==> config.mk <==
export PLATFORM = sky130hd
export DESIGN_NAME = wdhba_ctrl
export DESIGN_NICKNAME = d
export VERILOG_FILES = /design/src/wdhba_pkg.sv /design/src/wdhba_ctrl.sv
export SDC_FILE = /design/constraint.sdc
export NUM_CORES = 1
export LEC_CHECK = 0
export BUFFER_PORTS_ARGS = -buffer_cell sky130_fd_sc_hd__buf_4
export CAP_MARGIN = 20
export CELL_PAD_IN_SITES_DETAIL_PLACEMENT = 1
export CELL_PAD_IN_SITES_GLOBAL_PLACEMENT = 2
export CORE_AREA = 2 2 39 41
export CTS_CLUSTER_SIZE = 24
export DETAILED_ROUTE_END_ITERATION = 16
export DIE_AREA = 0 0 41 43
export PLACE_DENSITY = 0.67
export SLEW_MARGIN = 15
export SYNTH_ARGS = -nofsm -noshare
export SYNTH_HDL_FRONTEND = slang
export SYNTH_SLANG_ARGS = --single-unit
==> constraint.sdc <==
create_clock -name clk -period 1.1 [get_ports clk]
set_input_delay 0.165 -clock clk [delete_from_list [all_inputs] [get_ports clk]]
set_output_delay 0.165 -clock clk [all_outputs]
set_load 0.01 [all_outputs]
==> src/wdhba_pkg.sv <==
`default_nettype none
package wdhba_pkg;

  localparam int TIME_W  = 38;
  localparam int VOL_W   = 24;
  localparam int VALUE_W = 25;
  localparam int SUM_W   = 40;
  localparam int KIND_W  = 2;

  localparam logic [KIND_W-1:0] KIND_CLEAR = 2'd0;
  localparam logic [KIND_W-1:0] KIND_ACCUM = 2'd1;
  localparam logic [KIND_W-1:0] KIND_READ  = 2'd2;
  localparam logic [KIND_W-1:0] KIND_DEV   = 2'd3;

  localparam logic REG_START = 1'b0;
  localparam logic REG_END   = 1'b1;

  typedef struct packed {
    logic capture;
    logic clear;
    logic commit;
    logic div_load;
    logic div_step;
    logic res_empty;
    logic res_div;
  } wdhba_cmd_t;

  typedef struct packed {
    logic in_clear;
    logic is_acc;
    logic empty;
    logic div_last;
  } wdhba_stat_t;

endpackage
`default_nettype wire

==> src/wdhba_ctrl.sv <==
`default_nettype none
module wdhba_ctrl import wdhba_pkg::*; (
  input  wire logic        clk,
  input  wire logic        rst,
  input  wire logic        start,
  input  wire wdhba_stat_t stat,
  output wdhba_cmd_t       cmd,
  output logic             busy
);

  localparam logic [1:0] S_IDLE = 2'd0;
  localparam logic [1:0] S_LOOK = 2'd1;
  localparam logic [1:0] S_DIV  = 2'd2;
  localparam logic [1:0] S_FIN  = 2'd3;

  logic [1:0] state;
  logic [1:0] state_next;

  always_ff @(posedge clk) begin
    if (rst) begin
      state <= S_IDLE;
    end else begin
      state <= state_next;
    end
  end

  always_comb begin
    cmd        = '0;
    state_next = state;
    case (state)
      S_IDLE: begin
        if (start) begin
          cmd.capture = 1'b1;
          if (stat.in_clear) begin
            cmd.clear = 1'b1;
          end else begin
            state_next = S_LOOK;
          end
        end
      end
      S_LOOK: begin
        // The bin entry read at the transfer is now available.
        if (stat.is_acc) begin
          cmd.commit = 1'b1;
          state_next = S_IDLE;
        end else if (stat.empty) begin
          cmd.res_empty = 1'b1;
          state_next    = S_IDLE;
        end else begin
          cmd.div_load = 1'b1;
          state_next   = S_DIV;
        end
      end
      S_DIV: begin
        cmd.div_step = 1'b1;
        if (stat.div_last) begin
          state_next = S_FIN;
        end
      end
      S_FIN: begin
        cmd.res_div = 1'b1;
        state_next  = S_IDLE;
      end
      default: begin
        state_next = S_IDLE;
      end
    endcase
  end

  assign busy = (state != S_IDLE);

endmodule
`default_nettype wire

==> metrics.log <==
INFO  metric crit_path_end_kind = primary output
INFO  metric detailedRoute.firstIterationViolations = 0
INFO  metric grt_remaining_overflow = 0
INFO  metric timing_worst_setup_path_type = reg2out
INFO  metric post_route_setup_slack = -0.122 ns
INFO  metric holdBufCountCts = 0
INFO  metric critical_path.top_delay_family = flip-flops
INFO  metric wl_per_cell = 12.1 um
INFO  metric whs_path_depth = 2
INFO  metric fillerInstances = 161
INFO  metric synthToLayoutAreaGrowth = 149%
INFO  metric clock_tree.root_cell = clkbuf_4
INFO  metric critical_path_arrival = 1.06 ns
INFO  metric max_slew.worst_pin.slew = 0.233 ns
INFO  metric launch_point_of_the_worst_hold_path = rst
INFO  metric clk_pin_slew_worst_paths = 0.03 ns
INFO  metric finish.net_count = 43
INFO  metric grt_first_pass_wirelength = 945 um
INFO  metric power.density_cell_area = 889 nW/um2
INFO  metric tritoncts = built
INFO  metric worst_path_max_delay_cell = dfxtp_4
INFO  metric first_global_vias = around 230
INFO  metric die-area = 1760 um2
INFO  metric yosys_cell_types = 13
INFO  metric required = 0.94 ns
INFO  metric postPlaceCellArea = 277 um2
INFO  metric holdCritPathClass = in2reg
INFO  metric dp_hpwl = 410 um
INFO  metric vdd.ir_drop.worst = around 420 uV
INFO  metric leakagePower = 0.175 nW
INFO  metric finalHoldViolations = 0
INFO  metric failed_checks = setup timing
INFO  metric syn-num-nets = 21
INFO  metric synth.area.top_cells = dfxtp_1 27%, nor4b_2 10%, a211oi_2 8.5%
INFO  metric rsz_0062_raised_after_global_routing = yes
INFO  metric drt.antenna.violating_nets = 0
INFO  metric r2r_end = state[0]$_SDFFE_PP0P_
INFO  metric worstSkewPairLatency = 0.23 ns
INFO  metric synth.yosys.seq_area_share = 27.4%
INFO  metric path_cells = buf_2 -> and2_2 -> buf_4
INFO  metric antennaDiodeCount = 0
INFO  metric track_usage = about 8.4%
INFO  metric reg2reg_depth = 3
INFO  metric run_status = complete, but fails checks
INFO  metric timing_max_transition_violations_final = 0
INFO  metric finalSetupViolations = 9
INFO  metric worst-r2r-setup-slack = -0.03 ns
INFO  metric dr_total_vias = 196
INFO  metric grt_start_max_net_pins = 9
INFO  metric overall_die_height = 43 um
INFO  metric drt_drc_violations_left = 0
INFO  metric slowest_stage_delay_cp = 0.36 ns
INFO  metric ioPinCount = 15
INFO  metric clock_sink_count = 2
INFO  metric postSynthCellCount = 14
INFO  metric cts_inserted_buffers = 3
INFO  metric critical_path_peak_fanout = 6
INFO  metric mostFrequentLayoutCells = 12 x buf_4, 4 x buf_6, 3 x clkbuf_4
INFO  metric max-cap-violations = 0
INFO  metric first_pass_iters = 1
INFO  metric fmax = 818 MHz
INFO  metric cts_buffer_depth = 2
INFO  metric critical_path_cell_count = 3
INFO  metric fin_setup_tns = -0.718 ns
INFO  metric layout_min_cycle_time = 1.22 ns
INFO  metric ys_warn_count = 0
INFO  metric most_common_cell_after_layout_fill_and_taps_aside = buf_4
INFO  metric finalCritPeriodShare = 111%
INFO  metric post_drt_via_cell_ratio = 3.92
INFO  metric ys_seq_elements = 2
INFO  metric slew_headroom = 84.4%
INFO  metric drive_gt1_share = 88.2%
INFO  metric detail_route.wirelength = 605 um
INFO  metric syn_avg_cell_area = 10.5 um2
INFO  metric synthesis.area = 146 um2
INFO  metric synth_top_cell_area_share = 27.4%
INFO  metric buffer_ports.inserted = 14
INFO  metric grt_antenna_before_repair = 0
INFO  metric netlist.top_cell.by_area = dfxtp_1
INFO  metric core_footprint = 1380 um2
INFO  metric floorplan.rows = 14
INFO  metric fin_cells = 50
INFO  metric place.gp.congestion = 0.531
INFO  metric final_design_area_no_fill = 364 um2
INFO  metric cp_num_buf_inv = 2
INFO  metric finalClockSkew = 0.00343 ns
INFO  metric start_kind = flop
INFO  metric htree_levels = 1
INFO  metric floorplan.initialDensity = 10.6%
INFO  metric total_instance_count_after_detailed_placement = 44
INFO  metric worst_hold_path.endpoint = state[0]$_SDFFE_PP0P_
INFO  metric dieWidth = slightly above 40 um
==> worst reg2reg max path: stages, from the launching register on <==
cell and delay, ns:
dfxtp_4 0.36, buf_2 0.14, or3b_1 0.36, a211oi_2 0.17
==> worst max-delay path by stage <==
stage,startpoint,to,slack (ns)
floorplan,flop,state[0]$_SDFFE_PP0P_,0.09
global placement,flop,state[0]$_SDFFE_PP0P_,0.05
global route,flop,cmd[5],-0.18
detailed placement,flop,state[0]$_SDFFE_PP0P_,0.03
finish,flop,cmd[0],-0.12
CTS,flop,cmd[5],-0.12
==> power by group <==
part           switching (mW)  internal, mW
Sequential            0.00628        0.0726
Clock                  0.0467         0.121
Combinational          0.0265        0.0507
==> cell type report <==
type / instances / area, um2 / share of cell area, %
Tap cell: 16 / 20.0 / 5.50
Clock buffer: 3 / 22.5 / 6.19
Timing Repair Buffer: 17 / 140 / 38.5
Multi-Input combinational cell: 12 / 134 / 36.8
Sequential cell: 2 / 47.5 / 13.1
==> kinds of logic after synthesis <==
logic type | synth area share [%]
DFF | 27.4
AOI/OAI and AO/OA | 15.4
and+or+nand+nor | 57.3
==> synthesized netlist by cell type, drive strengths merged <==
cell	count
and2	2
dfxtp	2
a211oi	1
and3b	1
and4bb	1
nand2	1
nor2b	1
nor3b	1
nor4b	1
o21ba	1
or2	1
or3b	1
==> metal layers <==
layer	routed length, um	part of all wire (%)	global-route usage, %
met1	277	46	9.52
met2	239	40	10.3
met3	87	14	6.28
met4	0	0	6.00
met5	0	0	0
==> timing repair <==
item / 4_1_cts / 5_1_grt
resized for setup: 15 / 1
pin swaps: 5 / 1
buffers inserted: 3 / 0
setup endpoints to repair: 8 / 9
==> per-stage QoR <==
stage | power, mW | setup slack, ns | utilization [%] | hold slack [ns]
2_1_floorplan | 0.102 | 0.0916 | - | 0.230
3_3_place_gp | 0.140 | 0.0530 | 20.0 | 0.337
3_5_place_dp | 0.141 | 0.0290 | 20.0 | 0.342
4_1_cts | 0.330 | -0.120 | 25.9 | 0.0883
5_1_grt | 0.356 | -0.175 | 26.3 | 0.0841
6_report | 0.324 | -0.122 | 26.3 | 0.0973
Power figures use the tool's default switching activity.
